===== src/wtr_pkg.sv =====
package wtr_pkg;

  // result width per colour channel
  localparam int COLOUR_BITS = 12;
  localparam int WAVE_BITS   = 14;
  localparam int FRAC_BITS   = 16;
  localparam int DIFF_BITS   = 11;
  localparam int SPAN_BITS   = 11;
  localparam int RECIP_SHIFT = 11;
  localparam int RECIP_BITS  = 20;
  localparam int COEF_BITS   = 19;
  localparam int PROD_BITS   = 36;
  localparam int SUM_BITS    = 38;
  localparam int NSTAGE      = 7;
  localparam int NBANDS      = 10;
  localparam int BIDX_BITS   = 4;

  localparam longint RECIP_NUM = 64'd1 << (FRAC_BITS + RECIP_SHIFT);

  typedef enum logic [1:0] {
    CH_RED,
    CH_GREEN,
    CH_BLUE
  } chan_t;

  typedef logic [BIDX_BITS-1:0] bidx_t;

  typedef struct packed {
    chan_t                        chan;
    logic [WAVE_BITS-1:0]         lo;
    logic [WAVE_BITS-1:0]         hi;
    logic [SPAN_BITS-1:0]         span;
    logic [RECIP_BITS-1:0]        recip;
    logic signed [COEF_BITS-1:0]  c0;
    logic signed [COEF_BITS-1:0]  c1;
    logic signed [COEF_BITS-1:0]  c2;
  } band_t;

  // per-stage load enables from the pipeline control
  typedef struct packed {
    logic [NSTAGE-1:0] en;
  } pipe_ctl_t;

  // band table in priority order within each channel, limits in 1/16 nm,
  // recip = floor(2^27 / span), coefficients in signed q.16
  localparam band_t BANDS [NBANDS] = '{
    '{CH_RED,   14'd6400,  14'd6560,  11'd160,  20'(RECIP_NUM / 160),
      19'sd0,     19'sd21627,  -19'sd13107},
    '{CH_RED,   14'd6560,  14'd7600,  11'd1040, 20'(RECIP_NUM / 1040),
      19'sd9175,  19'sd0,      -19'sd8520},
    '{CH_RED,   14'd8720,  14'd9520,  11'd800,  20'(RECIP_NUM / 800),
      19'sd0,     19'sd129761, -19'sd65536},
    '{CH_RED,   14'd9520,  14'd10400, 11'd880,  20'(RECIP_NUM / 880),
      19'sd64225, 19'sd3932,   -19'sd26214},
    '{CH_RED,   14'd10400, 14'd11200, 11'd800,  20'(RECIP_NUM / 800),
      19'sd42598, -19'sd55050, 19'sd13107},
    '{CH_GREEN, 14'd6640,  14'd7600,  11'd960,  20'(RECIP_NUM / 960),
      19'sd0,     19'sd0,      19'sd52429},
    '{CH_GREEN, 14'd7600,  14'd9440,  11'd1840, 20'(RECIP_NUM / 1840),
      19'sd52429, 19'sd49807,  -19'sd52429},
    '{CH_GREEN, 14'd9360,  14'd10224, 11'd864,  20'(RECIP_NUM / 864),
      19'sd55050, -19'sd55050, 19'sd0},
    '{CH_BLUE,  14'd6400,  14'd7600,  11'd1200, 20'(RECIP_NUM / 1200),
      19'sd0,     19'sd144179, -19'sd98304},
    '{CH_BLUE,  14'd7600,  14'd8960,  11'd1360, 20'(RECIP_NUM / 1360),
      19'sd45875, -19'sd65536, 19'sd19661}
  };

endpackage


===== src/wtr_pipe_ctrl.sv =====
module wtr_pipe_ctrl (
  input  logic                clk,
  input  logic                rst_n,
  input  logic                in_tvalid,
  output logic                in_tready,
  output logic                out_tvalid,
  input  logic                out_tready,
  output wtr_pkg::pipe_ctl_t  ctl
);

  logic [wtr_pkg::NSTAGE-1:0] valid_r;
  logic [wtr_pkg::NSTAGE-1:0] valid_nxt;
  logic [wtr_pkg::NSTAGE:0]   free;

  // a stage may load when empty or when the stage after it moves on
  always_comb begin
    free[wtr_pkg::NSTAGE] = out_tready;
    for (int i = wtr_pkg::NSTAGE - 1; i >= 0; i--) begin
      free[i] = !valid_r[i] || free[i+1];
    end
  end

  // valid bits follow the data, bubbles are squeezed out
  always_comb begin
    if (free[0]) begin
      valid_nxt[0] = in_tvalid;
    end else begin
      valid_nxt[0] = valid_r[0];
    end
    for (int i = 1; i < wtr_pkg::NSTAGE; i++) begin
      if (free[i]) begin
        valid_nxt[i] = valid_r[i-1];
      end else begin
        valid_nxt[i] = valid_r[i];
      end
    end
  end

  always_ff @(posedge clk) begin
    if (!rst_n) begin
      valid_r <= '0;
    end else begin
      valid_r <= valid_nxt;
    end
  end

  assign ctl.en     = free[wtr_pkg::NSTAGE-1:0];
  assign in_tready  = free[0];
  assign out_tvalid = valid_r[wtr_pkg::NSTAGE-1];

endmodule


===== config.mk =====
export PLATFORM = sky130hd
export DESIGN_NAME = wtr_pipe_ctrl
export DESIGN_NICKNAME = d
export VERILOG_FILES = /design/src/wtr_pkg.sv /design/src/wtr_pipe_ctrl.sv
export SDC_FILE = /design/constraint.sdc
export NUM_CORES = 1
export LEC_CHECK = 0
export BUFFER_PORTS_ARGS = -buffer_cell sky130_fd_sc_hd__buf_2
export CAP_MARGIN = 20
export CORE_AREA = 2 2 39 41
export CTS_BUF_LIST = sky130_fd_sc_hd__clkbuf_4 sky130_fd_sc_hd__clkbuf_8
export DETAILED_ROUTE_END_ITERATION = 6
export DIE_AREA = 0 0 41 43
export PLACE_DENSITY = 0.55
export SETUP_SLACK_MARGIN = 0.02
export SLEW_MARGIN = 0
export SYNTH_ARGS = -nofsm -noshare
export SYNTH_HDL_FRONTEND = slang
export SYNTH_SLANG_ARGS = --single-unit

===== constraint.sdc =====
create_clock -name clk -period 1.03 [get_ports clk]
set_input_delay 0.206 -clock clk [delete_from_list [all_inputs] [get_ports clk]]
set_output_delay 0.206 -clock clk [all_outputs]
set_load 0.05 [all_outputs]

Yosys cells after proc, flatten, opt, wreduce, memory -nomap -nowiden
Cells that the tools add are included.
Word-level totals
  memories kept: 0
  ROM bits: 0
  latch bits: 0
  output and inout port bits: 9
  register bits after elaboration: 7
  bits of input ports: 4
  memory bits (writable): 0
Operators by class
  multiply operators: 0
  shifts and indexed selects: 0
  equality and inequality tests: 0
  add/sub/neg operators: 0
  reductions and logical operators: 14
  order comparisons: 0
  divide/modulo/power cells: 0
  mux-type cells: 0
  bitwise gates (word level): 0
Operators with widths (count)
  $logic_not 1->1: 7
  $logic_or 1x1->1: 7

Longest topological paths before layout
Gate-level depths: netlist of the first run.
  depth in word-level cells: 8
  mapped depth: 4
  gate-level depth less buffers: 3

Worst setup path before layout of the first run
OpenSTA, ideal clock, no wires.
  path kind: reg2out
  start: register valid_r[6] (netlist name)
  end: output port ctl[0] (netlist name)
  data required time: 824 ps
  buffers on the path: 1
  data arrival time: 1829 ps
  path slack: -1005 ps
  cell stages (with the launch flop): 5
  cell sequence: dfxtp_1 nand4b_4 nor3_1 inv_1 buf_4
RTL lines
  from (decl): line wtr_pipe_ctrl.sv:11  | logic [wtr_pkg::NSTAGE-1:0] valid_r;
  from (signal assigned): line wtr_pipe_ctrl.sv:43  | valid_r <= valid_nxt;
  to (decl): line wtr_pipe_ctrl.sv:8  | output wtr_pkg::pipe_ctl_t ctl

==> impl_metrics.tcl, run 1 <==
set metrics [dict create \
    reg2reg_setup_slack_ns -0.16 \
    netlist_instances 32 \
    power_frac_clock 0.470 \
    r2r_start "valid_r[5]" \
    root_buffer "clkbuf_4" \
    syn_nets 36 \
    cts_tree "done" \
    yosysWarnings 0 \
    num_antenna_cells 0 \
    dr_wl_met3_um 78 \
    endpoint_kind "primary output" \
    grt_pass1_vias 288 \
    critPathMaxStageDelay_ns 0.35 \
    setup_ws_ns -0.380 \
    die_w_um 41 \
    antenna_found_initial 0 \
    internal_power_mw 0.468 \
    nets 67 \
    port_buffers 12 \
    syn_area_per_cell_sq_um 9.27 \
    p_total_mw 0.588 \
    numCtsBuffers 3 \
    seq_area_frac_synth 0.473 \
    critPathBufInv 1 \
    largest_reg_flops 7 \
    routabilityCongestion 0.641 \
    die_area_sq_um 1760 \
    worst_ep_required_time_ns 0.82 \
    rr_worst_depth 5 \
    path_clk_slew_ns 0.05 \
    finalHoldViolations 0 \
    multi_input_area_sq_um 171 \
    cp_cell_sequence "nand4b_4 > or2_4 > buf_8" \
    pwr-share-comb 0.057 \
    drv_cap 0 \
    rsz0062_at_grt "yes" \
    period_needed_ns 1.41 \
    power_density_nw_per_um2 903 \
    final.period_utilization 1.37 \
    cts_hold_buf 0 \
    p_leak_nw 0.310 \
    critPathArrivalTime_ns 1.20 \
    drt-met1-wl_um 284 \
    core-area_sq_um 1380 \
    route.detailed.drc 0 \
    fmax_mhz 709 \
    drt-initial-drc-count 0 \
    tightest_slew_ns 0.213 \
    die_h_um 43 \
    setup_violations 11 \
    boundaryPins 13 \
    worstPathMaxFanout 5 \
    hold_depth 2 \
    top_register "valid_r" \
    switching_share 0.204 \
    top_layer "met4" \
    slowest_stage "dfxtp_2" \
    htreeDepth 1 \
    crit_type "flip-flop to primary output" \
    syn_area_sq_um 297 \
    status "finished with violations" \
    grt_first_pass_wirelength_mm 1.13 \
    grt_max_degree 9 \
    syn_to_final_growth_pct 120 \
    holdWs_ns 0.168 \
    cts_max_path_buffers 2 \
    max-vdd-ir-drop_uv 553 \
    grt_use_total 0.106 \
    hold_end "valid_r[0]" \
    hold_class "input pin to flip-flop" \
    initial_utilization 0.214 \
    slew_viol_final 0 \
    drive_above_1_share 0.774 \
    synth-seq-cells 7 \
    skew_ns 0.00355 \
    detailedRoute.firstPassIterationCount 1 \
    seqCellArea_sq_um 146 \
    grt_overflow 0 \
    pre_cts_ws_ns -0.245 \
    start_kind "flip-flop" \
    switchingPower_mw 0.120 \
    vias 320 \
    violations "setup timing" \
    reg2reg_to "valid_r[3]" \
    reg_top3 "valid_r: 7 flops" \
    num_rows 14 \
    drtAntennaViolNets 0 \
    drt-total-wl_um 765 \
    drt-wirelength-per-cell_um 9.81 \
    slew_headroom 0.857 \
    critPathTopFamily "simple AND/OR/NAND/NOR gates" \
    clock-sinks 7 \
    vias_per_cell 4.10 \
    synth.distinct_cells 14 \
    dp_hpwl_um 461 \
    min_from "in_tvalid" \
    fillCellCount 132 \
    clkLatencyLatePin_ns 0.25 \
    wl_met2_um 389 \
    power.share.sequential 0.473 \
]
## layout by cell type, fill, tap and decap left out, drive strengths merged
| cell | count |
|---|---|
| or2 | 1 |
| nand2 | 6 |
| clkbuf | 4 |
| buf | 27 |
| nor2b | 2 |
| o21a | 3 |
| nor3 | 1 |
| nand4b | 1 |
| dfxtp | 7 |
| a21boi | 2 |
| nor2 | 1 |
| inv | 5 |
| o31ai | 1 |
| a21oi | 1 |
## metal layers
layer / vias up / track usage
met5: - / 0
met4: 0 / 0.0600
met3: 3 / 0.0942
met2: 13 / 0.138
met1: 141 / 0.110
li1: 163 / -
## how the worst max path moves through the flow
stage,startpoint,end,slack [ns],depth (start not counted)
after global routing,valid_r[5],ctl[3],-0.43,3
after CTS,valid_r[6],ctl[3],-0.42,3
after floorplan,valid_r[6],ctl[0],-0.45,4
after detailed placement,out_tready,ctl[1],-0.25,5
final,valid_r[5],ctl[3],-0.38,3
after global placement,out_tready,ctl[1],-0.23,5
## kinds of logic (layout without fill, tap and decap cells)
| logic type | after synthesis | in the layout | synth area share |
|---|---|---|---|
| AND/OR/NAND/NOR | 12 | 12 | 0.257 |
| AO/OA/AOI/OAI | 7 | 7 | 0.181 |
| flip-flops | 7 | 7 | 0.473 |
| buffers and inverters | 6 | 36 | 0.0886 |
## per-stage QoR
step                       util  cell area (sq um)  TNS [ns]  cells
after floorplan               -                329     -2.66     32
after global placement    0.323                447    -0.965     66
after detailed placement  0.323                447     -1.03     66
after CTS                 0.449                622     -3.41     76
after global routing      0.471                652     -3.65     78
final                     0.471                652     -2.93     78
## worst register-to-register path: cells and delay by family (launching register included)
family / cells / cell delay, ns
flip-flops: 1 / 0.35
AND/OR/NAND/NOR: 2 / 0.45
buffers and inverters: 2 / 0.24
AO/OA/AOI/OAI: 1 / 0.09
## Yosys cell counts
master    count  area share
dfxtp_1       7        0.47
nand2_1       6       0.076
inv_1         5       0.063
o21a_1        3       0.076
nor2b_1       2       0.042
a21boi_0      1       0.025
a21boi_2      1       0.038
a21oi_1       1       0.017
buf_4         1       0.025
nand4b_4      1       0.080
nor2_1        1       0.013
nor3_1        1       0.017
o31ai_1       1       0.025
or2_4         1       0.030
## cell type report
cell class | count | area share
Timing Repair Buffer | 27 | 0.403
Multi-Input combinational cell | 19 | 0.263
Sequential cell | 7 | 0.225
Clock buffer | 4 | 0.0461
Inverter | 5 | 0.0326
Tap cell | 16 | 0.0307
## power groups by stage
stage / sequential [mW] / combinational (mW) / clock [mW]
detailed placement: 0.284 / 0.0294 / 0
global route: 0.279 / 0.0358 / 0.315
global placement: 0.284 / 0.0299 / 0
floorplan: 0.285 / 0.0109 / 0
finish: 0.278 / 0.0333 / 0.277
CTS: 0.278 / 0.0323 / 0.293
## repair_timing
| item | CTS | global route |
|---|---|---|
| setup endpoints to repair | 12 | 15 |
| hold endpoints to repair | 0 | 0 |
| pin swaps | 4 | 4 |
| resized for setup | 32 | 6 |
| setup buffers | 6 | 3 |
(Power assumes the default switching activity.)
==> run 2, diff against run 1 <==
- CELL_PAD_IN_SITES_DETAIL_PLACEMENT: not set -> 0
- CELL_PAD_IN_SITES_GLOBAL_PLACEMENT: not set -> 1
- PLACE_DENSITY: 0.55 -> 0.68
==> run 2 against run 1 <==
Effect of this change: the run still ends with setup timing left; register-to-register slack worse by 0.06 ns; via count decreased by 3.8%; final area is 1.7% lower; largest power group unchanged; hold slack worse by 0.019 ns; core utilization shrank 0.81 points; largest cell class unchanged; count of clock-buffer cells in the layout did not move; clock power barely moved; power down 0.45%; routed wire length increased by 2.0%; maximum frequency down 1.7%.
==> impl_metrics.tcl, run 2 (synthesized netlist as in run 1, its figures left out) <==
set metrics [dict create \
    top_register "valid_r" \
    max-vdd-ir-drop_uv 645 \
    rsz0062_at_grt "yes" \
    htreeDepth 1 \
    p_leak_nw 0.307 \
    detailedRoute.firstPassIterationCount 4 \
    num_rows 14 \
    tightest_slew_ns 0.201 \
    power.share.sequential 0.476 \
    drt-met1-wl_um 301 \
    seqCellArea_sq_um 146 \
    critPathArrivalTime_ns 1.23 \
    syn_to_final_growth_pct 116 \
    nets 66 \
    multi_input_area_sq_um 168 \
    setup_ws_ns -0.404 \
    route.detailed.drc 0 \
    fmax_mhz 698 \
    grt_pass1_vias 272 \
    clock-sinks 7 \
    vias 308 \
    slew_viol_final 0 \
    drt-wirelength-per-cell_um 10.1 \
    power_frac_clock 0.467 \
    period_needed_ns 1.43 \
    antenna_found_initial 0 \
    pwr-share-comb 0.057 \
    path_clk_slew_ns 0.05 \
    dp_hpwl_um 445 \
    drt-total-wl_um 780 \
    final.period_utilization 1.39 \
    switchingPower_mw 0.118 \
    grt_max_degree 9 \
    clkLatencyLatePin_ns 0.25 \
    die_w_um 41 \
    die_area_sq_um 1760 \
    reg_top3 "valid_r: 7 flops" \
    boundaryPins 13 \
    cts_max_path_buffers 2 \
    final_cell_mix "buf_6, buf_4, clkbuf_4, buf_8, dfxtp_1" \
    crit_type "flip-flop to primary output" \
    port_buffers 12 \
    numCtsBuffers 3 \
    cp-startpoint "valid_r[6]" \
    fillCellCount 129 \
    endpoint_kind "primary output" \
    grt_overflow 0 \
    worstPathMaxFanout 5 \
    setup_violations 13 \
    cts_hold_buf 0 \
    hold_class "input pin to flip-flop" \
    min_from "in_tvalid" \
    root_buffer "clkbuf_4" \
    final_common_cell "buf_6" \
    initial_utilization 0.214 \
    core-area_sq_um 1380 \
    wl_met2_um 423 \
    r2r_start "valid_r[6]" \
    die_h_um 43 \
    start_kind "flip-flop" \
    power_density_nw_per_um2 914 \
    drtAntennaViolNets 0 \
    drv_cap 0 \
    skew_ns 0.00600 \
    slew_headroom 0.866 \
    cts_tree "done" \
    setup-tns-final_ns -3.63 \
    drive_above_1_share 0.754 \
    grt_use_total 0.103 \
    finalHoldViolations 0 \
    worst_ep_required_time_ns 0.82 \
    dr_wl_met3_um 55 \
    switching_share 0.201 \
    num_antenna_cells 0 \
    internal_power_mw 0.468 \
    final_util 0.463 \
    violations "setup timing" \
    vias_per_cell 4.00 \
    routabilityCongestion 0.673 \
    status "finished with violations" \
    largest_reg_flops 7 \
    grt_first_pass_wirelength_mm 1.14 \
    drt-initial-drc-count 8 \
    top_layer "met3" \
]
run 2: cell types whose count changed in the layout (fill, tap and decap cells not counted), sizes merged:
cell	delta
buf	-1
run 2: final timing paths:
path         slack (ns)  cells past startpoint    endpoint
max               -0.40                      5      ctl[1]
min reg2reg        0.46                      2  valid_r[1]
min                0.15                      2  valid_r[0]
max reg2reg       -0.22                      7  valid_r[5]
run 2: cell type report:
class | instances | share of cell area
repair buffers | 26 | 0.398
flip-flops and latches | 7 | 0.229
inverters | 5 | 0.0332
well taps | 16 | 0.0313
multi-input cells | 19 | 0.262
clock buffers | 4 | 0.0469
run 2: metal layers:
metal | GRT usage | vias up
li1 | - | 159
met1 | 0.118 | 138
met2 | 0.141 | 11
met3 | 0.0785 | 0
met4 | 0.0400 | 0
met5 | 0 | -
run 2: power by group through the flow:
stage               Sequential, mW  Combinational (mW)  Clock, mW
finish                       0.279              0.0334      0.274
global route                 0.278              0.0366      0.305
CTS                          0.278              0.0330      0.294
detailed placement           0.284              0.0299          0
global placement             0.284              0.0295          0
floorplan                    0.285              0.0109          0
run 2: per-stage QoR:
stage	std cells	hold WS [ns]	area, sq um	power (mW)	setup WS, ns
after global routing	77	0.157	641	0.620	-0.474
after detailed placement	65	0.406	439	0.314	-0.243
after floorplan	32	0.316	329	0.296	-0.449
final	77	0.149	641	0.586	-0.404
after CTS	75	0.151	602	0.605	-0.410
after global placement	65	0.405	439	0.313	-0.228
run 2: timing repair:
action,CTS,global route
buffers inserted,6,4
resized for setup,28,10
setup endpoints to repair,10,15
pin swaps,4,4
run 2: critical path, stage by stage, from the launching register on:
cell and delay (ns):
dfxtp_4 0.35, nand4b_4 0.15, buf_6 0.16, nor2_4 0.10, nand2_2 0.07, buf_6 0.15
