[src/wtr_pkg.sv]
package wtr_pkg;

  // result width per colour channel
  localparam int COLOUR_BITS = 12;
  localparam int WAVE_BITS   = 14;
  localparam int FRAC_BITS   = 16;
  localparam int DIFF_BITS   = 11;
  localparam int SPAN_BITS   = 11;
  localparam int RECIP_SHIFT = 11;
  localparam int RECIP_BITS  = 20;
  localparam int COEF_BITS   = 19;
  localparam int PROD_BITS   = 36;
  localparam int SUM_BITS    = 38;
  localparam int NSTAGE      = 7;
  localparam int NBANDS      = 10;
  localparam int BIDX_BITS   = 4;

  localparam longint RECIP_NUM = 64'd1 << (FRAC_BITS + RECIP_SHIFT);

  typedef enum logic [1:0] {
    CH_RED,
    CH_GREEN,
    CH_BLUE
  } chan_t;

  typedef logic [BIDX_BITS-1:0] bidx_t;

  typedef struct packed {
    chan_t                        chan;
    logic [WAVE_BITS-1:0]         lo;
    logic [WAVE_BITS-1:0]         hi;
    logic [SPAN_BITS-1:0]         span;
    logic [RECIP_BITS-1:0]        recip;
    logic signed [COEF_BITS-1:0]  c0;
    logic signed [COEF_BITS-1:0]  c1;
    logic signed [COEF_BITS-1:0]  c2;
  } band_t;

  // per-stage load enables from the pipeline control
  typedef struct packed {
    logic [NSTAGE-1:0] en;
  } pipe_ctl_t;

  // band table in priority order within each channel, limits in 1/16 nm,
  // recip = floor(2^27 / span), coefficients in signed q.16
  localparam band_t BANDS [NBANDS] = '{
    '{CH_RED,   14'd6400,  14'd6560,  11'd160,  20'(RECIP_NUM / 160),
      19'sd0,     19'sd21627,  -19'sd13107},
    '{CH_RED,   14'd6560,  14'd7600,  11'd1040, 20'(RECIP_NUM / 1040),
      19'sd9175,  19'sd0,      -19'sd8520},
    '{CH_RED,   14'd8720,  14'd9520,  11'd800,  20'(RECIP_NUM / 800),
      19'sd0,     19'sd129761, -19'sd65536},
    '{CH_RED,   14'd9520,  14'd10400, 11'd880,  20'(RECIP_NUM / 880),
      19'sd64225, 19'sd3932,   -19'sd26214},
    '{CH_RED,   14'd10400, 14'd11200, 11'd800,  20'(RECIP_NUM / 800),
      19'sd42598, -19'sd55050, 19'sd13107},
    '{CH_GREEN, 14'd6640,  14'd7600,  11'd960,  20'(RECIP_NUM / 960),
      19'sd0,     19'sd0,      19'sd52429},
    '{CH_GREEN, 14'd7600,  14'd9440,  11'd1840, 20'(RECIP_NUM / 1840),
      19'sd52429, 19'sd49807,  -19'sd52429},
    '{CH_GREEN, 14'd9360,  14'd10224, 11'd864,  20'(RECIP_NUM / 864),
      19'sd55050, -19'sd55050, 19'sd0},
    '{CH_BLUE,  14'd6400,  14'd7600,  11'd1200, 20'(RECIP_NUM / 1200),
      19'sd0,     19'sd144179, -19'sd98304},
    '{CH_BLUE,  14'd7600,  14'd8960,  11'd1360, 20'(RECIP_NUM / 1360),
      19'sd45875, -19'sd65536, 19'sd19661}
  };

endpackage

[src/wtr_lane.sv]
module wtr_lane (
  input  logic                                clk,
  input  wtr_pkg::chan_t                      chan,
  input  wtr_pkg::pipe_ctl_t                  ctl,
  input  logic [wtr_pkg::WAVE_BITS-1:0]       wavelength,
  output logic [wtr_pkg::COLOUR_BITS-1:0]     level
);

  localparam int XBITS = wtr_pkg::DIFF_BITS + wtr_pkg::FRAC_BITS;
  localparam int MBITS = wtr_pkg::DIFF_BITS + wtr_pkg::RECIP_BITS;
  localparam int RBITS = wtr_pkg::SPAN_BITS + 1;

  // stage 0: band decode
  logic                               hit0_r, hit0_nxt;
  wtr_pkg::bidx_t                     bidx0_r, bidx0_nxt;
  logic [wtr_pkg::DIFF_BITS-1:0]      d0_r, d0_nxt;
  // stage 1: quotient estimate
  logic                               hit1_r;
  wtr_pkg::bidx_t                     bidx1_r;
  logic [wtr_pkg::DIFF_BITS-1:0]      d1_r;
  logic [wtr_pkg::FRAC_BITS-1:0]      q1_r;
  logic [MBITS-1:0]                   qprod;
  // stage 2: back-multiply
  logic                               hit2_r;
  wtr_pkg::bidx_t                     bidx2_r;
  logic [wtr_pkg::DIFF_BITS-1:0]      d2_r;
  logic [wtr_pkg::FRAC_BITS-1:0]      q2_r;
  logic [XBITS-1:0]                   bp2_r;
  // stage 3: corrected position t
  logic                               hit3_r;
  wtr_pkg::bidx_t                     bidx3_r;
  logic [wtr_pkg::FRAC_BITS-1:0]      t3_r;
  logic [XBITS-1:0]                   rem;
  logic                               bump;
  // stage 4: square
  logic                               hit4_r;
  wtr_pkg::bidx_t                     bidx4_r;
  logic [wtr_pkg::FRAC_BITS-1:0]      t4_r;
  logic [wtr_pkg::FRAC_BITS-1:0]      sq4_r;
  logic [2*wtr_pkg::FRAC_BITS-1:0]    sq_full;
  // stage 5: coefficient products
  logic                               hit5_r;
  wtr_pkg::bidx_t                     bidx5_r;
  logic signed [wtr_pkg::PROD_BITS-1:0] a5_r, a5_nxt;
  logic signed [wtr_pkg::PROD_BITS-1:0] b5_r, b5_nxt;
  // stage 6: sum and clamp
  logic signed [wtr_pkg::SUM_BITS-1:0]  vsum;
  logic [wtr_pkg::COLOUR_BITS-1:0]      level_r, level_nxt;

  // first matching band of this channel wins
  always_comb begin
    logic found;
    logic [wtr_pkg::WAVE_BITS-1:0] diff;
    found     = 1'b0;
    bidx0_nxt = '0;
    diff      = '0;
    for (int i = 0; i < wtr_pkg::NBANDS; i++) begin
      if (!found && wtr_pkg::BANDS[i].chan == chan &&
          wavelength >= wtr_pkg::BANDS[i].lo && wavelength < wtr_pkg::BANDS[i].hi) begin
        found     = 1'b1;
        bidx0_nxt = wtr_pkg::BIDX_BITS'(i);
        diff      = wavelength - wtr_pkg::BANDS[i].lo;
      end
    end
    hit0_nxt = found;
    d0_nxt   = diff[wtr_pkg::DIFF_BITS-1:0];
  end

  always_ff @(posedge clk) begin
    if (ctl.en[0]) begin
      hit0_r  <= hit0_nxt;
      bidx0_r <= bidx0_nxt;
      d0_r    <= d0_nxt;
    end
  end

  // reciprocal multiply, estimate is exact or one low
  assign qprod = MBITS'(d0_r) * MBITS'(wtr_pkg::BANDS[bidx0_r].recip);

  always_ff @(posedge clk) begin
    if (ctl.en[1]) begin
      hit1_r  <= hit0_r;
      bidx1_r <= bidx0_r;
      d1_r    <= d0_r;
      q1_r    <= qprod[wtr_pkg::RECIP_SHIFT +: wtr_pkg::FRAC_BITS];
    end
  end

  always_ff @(posedge clk) begin
    if (ctl.en[2]) begin
      hit2_r  <= hit1_r;
      bidx2_r <= bidx1_r;
      d2_r    <= d1_r;
      q2_r    <= q1_r;
      bp2_r   <= XBITS'(q1_r) * XBITS'(wtr_pkg::BANDS[bidx1_r].span);
    end
  end

  // remainder stays below twice the span, one correction step
  assign rem  = {d2_r, {wtr_pkg::FRAC_BITS{1'b0}}} - bp2_r;
  assign bump = rem[RBITS-1:0] >= RBITS'(wtr_pkg::BANDS[bidx2_r].span);

  always_ff @(posedge clk) begin
    if (ctl.en[3]) begin
      hit3_r  <= hit2_r;
      bidx3_r <= bidx2_r;
      t3_r    <= q2_r + wtr_pkg::FRAC_BITS'(bump);
    end
  end

  assign sq_full = (2*wtr_pkg::FRAC_BITS)'(t3_r) * (2*wtr_pkg::FRAC_BITS)'(t3_r);

  always_ff @(posedge clk) begin
    if (ctl.en[4]) begin
      hit4_r  <= hit3_r;
      bidx4_r <= bidx3_r;
      t4_r    <= t3_r;
      sq4_r   <= sq_full[2*wtr_pkg::FRAC_BITS-1:wtr_pkg::FRAC_BITS];
    end
  end

  // linear and square terms in parallel
  always_comb begin
    logic signed [wtr_pkg::FRAC_BITS:0] ts;
    logic signed [wtr_pkg::FRAC_BITS:0] ss;
    ts     = {1'b0, t4_r};
    ss     = {1'b0, sq4_r};
    a5_nxt = wtr_pkg::PROD_BITS'(wtr_pkg::BANDS[bidx4_r].c1) * wtr_pkg::PROD_BITS'(ts);
    b5_nxt = wtr_pkg::PROD_BITS'(wtr_pkg::BANDS[bidx4_r].c2) * wtr_pkg::PROD_BITS'(ss);
  end

  always_ff @(posedge clk) begin
    if (ctl.en[5]) begin
      hit5_r  <= hit4_r;
      bidx5_r <= bidx4_r;
      a5_r    <= a5_nxt;
      b5_r    <= b5_nxt;
    end
  end

  // q.32 sum, truncate to the colour width, clamp both ends
  assign vsum = (wtr_pkg::SUM_BITS'(wtr_pkg::BANDS[bidx5_r].c0) <<< wtr_pkg::FRAC_BITS)
              + wtr_pkg::SUM_BITS'(a5_r) + wtr_pkg::SUM_BITS'(b5_r);

  always_comb begin
    if (!hit5_r || vsum[wtr_pkg::SUM_BITS-1]) begin
      level_nxt = '0;
    end else if (|vsum[wtr_pkg::SUM_BITS-2:2*wtr_pkg::FRAC_BITS]) begin
      level_nxt = '1;
    end else begin
      level_nxt = vsum[2*wtr_pkg::FRAC_BITS-1 -: wtr_pkg::COLOUR_BITS];
    end
  end

  always_ff @(posedge clk) begin
    if (ctl.en[6]) begin
      level_r <= level_nxt;
    end
  end

  assign level = level_r;

endmodule

[config.mk]
export PLATFORM = sky130hd
export DESIGN_NAME = wtr_lane
export DESIGN_NICKNAME = d
export VERILOG_FILES = /design/src/wtr_pkg.sv /design/src/wtr_lane.sv
export SDC_FILE = /design/constraint.sdc
export NUM_CORES = 2
export LEC_CHECK = 0
export ABC_AREA = 1
export CORE_ASPECT_RATIO = 1.5
export CORE_MARGIN = 3
export CORE_UTILIZATION = 60
export CTS_BUF_LIST = sky130_fd_sc_hd__clkbuf_4 sky130_fd_sc_hd__clkbuf_8
export CTS_CLUSTER_DIAMETER = 30
export DETAILED_ROUTE_END_ITERATION = 10
export DONT_BUFFER_PORTS = 1
export GPL_TIMING_DRIVEN = 0
export PLACE_DENSITY = 0.73
export SYNTH_ARGS = -nofsm -noshare
export SYNTH_HDL_FRONTEND = slang
export SYNTH_SLANG_ARGS = --single-unit
[constraint.sdc]
create_clock -name clk -period 18.4 [get_ports clk]
set_clock_uncertainty 0.05 [all_clocks]
set_input_delay 0.92 -clock clk [delete_from_list [all_inputs] [get_ports clk]]
set_output_delay 0.92 -clock clk [all_outputs]
set_load 0.005 [all_outputs]
======== Word level (Yosys, flattened, before mapping) ========
Memories as Yosys holds them, arrays and structs flattened.
Cells that the tools add are included.
operators by class
  bitwise gates (word level) .............. 5
  multipliers ............................. 5
  eq/ne operators ......................... 2
  muxes and demuxes ....................... 38
  reduce and logical (&&, ||, !) cells .... 43
  order comparisons ....................... 22
  add/sub/neg operators ................... 12
operators by type and width
  kind                      number
  $mux W88                  4
  $mux W77                  2
  $mux W57                  2
  $mux W11                  10
  $lt A14 B14 Y1 const B    6
  $mux W38                  2
  $mul A19 B17 Y36          2
  $ge A14 B13 Y1 const B    4
  $ge A14 B14 Y1 const B    4
  $add A37 B36 Y38          1
  $add A35 B36 Y37          1
  $sub A11 B11 Y11 const B  3
  $sub A11 B9 Y11 const B   3
  $mul A16 B16 Y32          1
  $logic_and A1 B1 Y1       29
  $lt A14 B13 Y1 const B    2
  $mul A11 B20 Y27          1
  $ge A5 B5 Y1 const B      5
  $not A4 Y5                5
  $mux W4                   6
  $add A16 B1 Y16           1
  $mul A16 B11 Y12          1
  $ge A12 B11 Y1            1
  $mux W12                  1
  11 further kinds          30
storage, ports and cells
  bits in read-only memories .............. 9440
  input port bits ......................... 24
  logic and storage cells ................. 155
  output and inout bits ................... 12
  register bits ........................... 217
  memories kept ........................... 5
memory list
  memory           depth  width  read ports  clocked after Yosys merged registers in  write ports  RTL line         RTL
  (no name shown)  16     118    1           0                                        0            wtr_lane.sv:142  assign vsum = (wtr_pkg::SUM_BITS'(wtr_pkg::BANDS[bidx5_r].c0) <<< wtr_pkg::FRAC_BITS)
  (no name shown)  16     118    1           0                                        0            wtr_lane.sv:129  b5_nxt = wtr_pkg::PROD_BITS'(wtr_pkg::BANDS[bidx4_r].c2) * wtr_pkg::PROD_BITS'(ss);
  (no name shown)  16     118    1           0                                        0            wtr_lane.sv:101  assign bump = rem[RBITS-1:0] >= RBITS'(wtr_pkg::BANDS[bidx2_r].span);
  (no name shown)  16     118    1           0                                        0            wtr_lane.sv:95   bp2_r <= XBITS'(q1_r) * XBITS'(wtr_pkg::BANDS[bidx1_r].span);
  (no name shown)  16     118    1           0                                        0            wtr_lane.sv:78   assign qprod = MBITS'(d0_r) * MBITS'(wtr_pkg::BANDS[bidx0_r].recip);

======== Logic depth before layout (Yosys ltp) ========
  word-level depth ........................ 49
  depth in mapped cells ................... 33
  mapped depth without buffers ............ 33

======== Worst setup path after synthesis ========
No wires, ideal clock.
  path type ............................... register to register
  from .................................... register bidx4_r[0]
  to ...................................... register b5_r[32] (netlist bit), data pin
  stages on the path, launching flop included .. 28
  clock period less this slack ............ 6.903 ns
  path buffers ............................ 1
  arrival time ............................ 6.594 ns
  required time ........................... 18.091 ns
  setup slack ............................. 11.497 ns
  library setup time ...................... 0.259 ns
  cell sequence ........................... edfxtp_1 > inv_1 > ha_1 > inv_1 > nor2_1 > nor2_1 > clkinv_1 > nor2_1 > clkbuf_1 > nor2_1 > fa_1 > fa_1 > inv_1 > fa_1 > fa_1 > fa_1 > fa_1 > inv_1 > ha_1 > nand2_1 > nor4_1 > nand3_1 > nand3_1 > nand3_1 > nand2_1 > nand2_1 > nand2_1 > xor2_1
between the ends
  cells in the longest elaborated chain, start to end .. 5
ends and longest elaborated chain
  element                                      RTL line         RTL
  start: declaration                           wtr_lane.sv:37   wtr_pkg::bidx_t bidx4_r;
  start signal: assignment                     wtr_lane.sv:116  bidx4_r <= bidx3_r;
  $not A4 Y5 (not written as such)             wtr_lane.sv:129
  $mem_v2 Z16 W118                             n/a
  $mux W38 (not written as such) (2 in a row)  wtr_lane.sv:129
  $mul A19 B17 Y36                             wtr_lane.sv:129
  named net b5_nxt, one bit                    wtr_lane.sv:45   logic signed [wtr_pkg::PROD_BITS-1:0] b5_r, b5_nxt;
  end signal: assignment                       wtr_lane.sv:137  b5_r <= b5_nxt;
  end: declaration                             wtr_lane.sv:45
The timed path passes the listed nets, and every way through them passes these cells. The select of a mux whose other input is x is not followed.
A chain may end at the register's enable or synchronous reset.

======== Worst setup path after layout ========
  from .................................... register bidx4_r[0]
  to ...................................... register a5_r[23] (netlist bit), data pin
between the ends
  cells in the longest elaborated chain, start to end .. 5
ends and longest elaborated chain
  element                           RTL line         RTL
  $not A4 Y5 (not written as such)  wtr_lane.sv:128  a5_nxt = wtr_pkg::PROD_BITS'(wtr_pkg::BANDS[bidx4_r].c1) * wtr_pkg::PROD_BITS'(ts);
  $mem_v2 Z16 W118                  n/a
  $mux W38 (2 in a row)             n/a
  $mul A19 B17 Y36                  wtr_lane.sv:128
  named net a5_nxt, one bit         wtr_lane.sv:44   logic signed [wtr_pkg::PROD_BITS-1:0] a5_r, a5_nxt;
  end signal: assignment            wtr_lane.sv:136  a5_r <= a5_nxt;
  end: declaration                  wtr_lane.sv:44
The timed path passes the listed nets, and every way through them passes these cells. The select of a mux whose other input is x is not followed.

==> qor.txt <==
Setup Crit Path Kind - reg2reg
Outcome - complete, no violations
Layout area overhead - 4.64%
Max cap viols - 0
FFs w/ async S/R, synth - 0%
Htree depth - 2
Final period utilization - 49.8%
CP max FO - 10
Share of cells above drive strength 1 - 2.52%
Post-synthesis sequential area ratio - 13.1%
Crit path max-delay cell type - o21ai_0
Worst EP arrival - 9450 ps
Worst-Skew Late Latency - 620 ps
Placer congestion estimate - 1.04
Setup violations, final - 0
Max stage delay on crit path - 630 ps
Final min period - 9150 ps
IO Pins - 36
Critical path buffers and inverters - 8
Area leader, netlist - fa_1
Synth Register Bits - 213
Initial core utilization - 60.7%
First-pass GRT wire length - 206 mm
Post-synth EDFFs - 213
ANT nets after route - 0
Least-Margin Pin Slew - 1390 ps
Grt ovf - 0
Die area - 84,700 µm²
Syn_nets - 7,103
Synth area leaders - fa_1 (39%), edfxtp_1 (13%), inv_1 (12%)
Most frequent cells after synthesis - inv_1 (1,535), fa_1 (950), nand2_1 (894), nor2_1 (629), ha_1 (443)
Dpl hpwl - 112 mm
Via count - 37.1k
Core Footprint - 80,200 µm²
Drc violations - 0
Root buffer cell - clkbuf_8
WL/cell - 18.8 µm
Worst path top cell family by delay - adder cells
Most common cell in the netlist - inv_1
Cell Rows - 127
Hold_buf cts - 0
# port buffers - 0
Main synth FF type - edfxtp_1
FMAX - 0.109 GHz
Crit start category - flip-flop
Clock sink total - 213
DRT iter0 DRCs - 1,857
CTS buffer count - 42
Post-Route WL - 128 mm
Vias in the first global route - 40.4k
Syn avg cell area - 8.56 µm²
Final hold vios - 0
Post-CTS setup buffers - 0
Gate Count Post-Synth - 5,686
CTS resizes - 0
Max-slew violation count - 0
Clock slew at reported path FFs - 70 ps
Hold/Removal Path Class - in2reg
Setup TNS - 0 ps
Synth top area share - 39.1%
Largest net degree at the start of global routing - 78
Total GRT Usage - 31.5%
Crit end category - flip-flop
Worst rel slew slack - 7.54%
TritonCTS clock tree - built
Cell Area, Synth - 48,700 µm²
DR pass1 iterations - 6
RSZ-0062 raised after global routing - false
WP data required - 18,700 ps
Die height - 355 µm
Clock buffer depth - 3
# nets final - 7,147
DR vias/cell - 5.46
Yosys warning total - 0
Synth unique cells - 57
Chip Width - 239 µm
Initial antenna violation count - 1
[through the flow]
step | cells | area [µm²] | worst slack, ps | utilization [%] | hold slack [ps]
floorplan | 5686 | 48700 | 11500 | - | 350
global placement | 6718 | 50000 | 9380 | 62.3 | 352
detailed placement | 6718 | 50000 | 9370 | 62.3 | 355
CTS | 6794 | 50900 | 9310 | 63.5 | 310
global route | 6795 | 50900 | 8790 | 63.5 | 329
finish | 6795 | 50900 | 9250 | 63.5 | 360
[state kept, by name, summed over array words and instances (netlist names), 8 cells and up]
| register | flops |
|---|---|
| a5_r | 36 |
| b5_r | 36 |
| bp2_r | 8 |
| d0_r | 11 |
| level | 12 |
| q1_r | 16 |
| q2_r | 16 |
| sq4_r | 16 |
| t3_r | 16 |
| t4_r | 16 |
[layout make-up]
class / instances / area, µm²
Multi-Input combinational cell: 3801 / 35900
Tap cell: 1032 / 1290
Clock inverter: 25 / 302
Sequential cell: 213 / 6400
Buffer: 106 / 455
Clock buffer: 51 / 664
Fill cell: 6848 / 29300
Inverter: 1566 / 5880
Antenna cell: 1 / 2.50
[cell families after synthesis]
kind of cell / after synthesis / synth area share, %
xor gates and xnor gates: 184 / 3.31
buffers and inverters: 1672 / 13.0
DFF: 213 / 13.1
AOI/OAI and AO/OA: 445 / 5.09
adders and majority gates: 1393 / 50.4
and+or+nand+nor: 1779 / 15.0
[layer usage]
layer / global-route usage (%) / vias to the layer above / part of all wire (%)
li1: - / 17100 / -
met1: 31.6 / 18200 / 32
met2: 59.4 / 1269 / 54
met3: 3.57 / 522 / 4.6
met4: 22.9 / 0 / 9.0
met5: 0 / - / 0
[worst register-to-register path: stages (launching register included)]
cell	delay [ps]
edfxtp_1	560
inv_1	310
ha_1	220
inv_1	40
nor2_1	560
nor2_1	130
clkbuf_1	410
o21ai_0	630
clkbuf_1	580
nand2_1	160
fa_1	550
inv_1	60
fa_1	480
inv_1	60
fa_1	470
fa_1	500
inv_1	60
fa_1	530
fa_1	520
ha_1	380
nand2_1	90
inv_1	100
nand3_1	120
o21ai_0	290
a21oi_1	160
o21ai_0	410
a21oi_1	140
xnor2_1	350
[final timing paths]
path                                  from        to  slack, ps  depth (start not counted)
worst max-delay path            bidx4_r[0]  a5_r[23]       9250                         27
worst min-delay path                ctl[6]  level[8]        360                          0
worst max register to register  bidx4_r[0]  a5_r[23]       9250                         27
worst min register to register    q1_r[13]  q2_r[13]        370                          0
[cell usage in the layout (no fill, tap or decap), types with 45 or more instances in the layout]
master | netlist | final
inv_1 | 1535 | 1535
fa_1 | 950 | 950
nand2_1 | 894 | 894
nor2_1 | 629 | 629
ha_1 | 443 | 443
edfxtp_1 | 213 | 213
a21oi_1 | 208 | 208
o21ai_0 | 124 | 124
xor2_1 | 122 | 122
nand3_1 | 104 | 104
clkbuf_1 | 80 | 80
xnor2_1 | 62 | 62
nand4_1 | 61 | 61
clkbuf_8 | 0 | 45
Power is not shown: default switching activity piles up to over one toggle a cycle in this logic, so the estimate is an artifact.
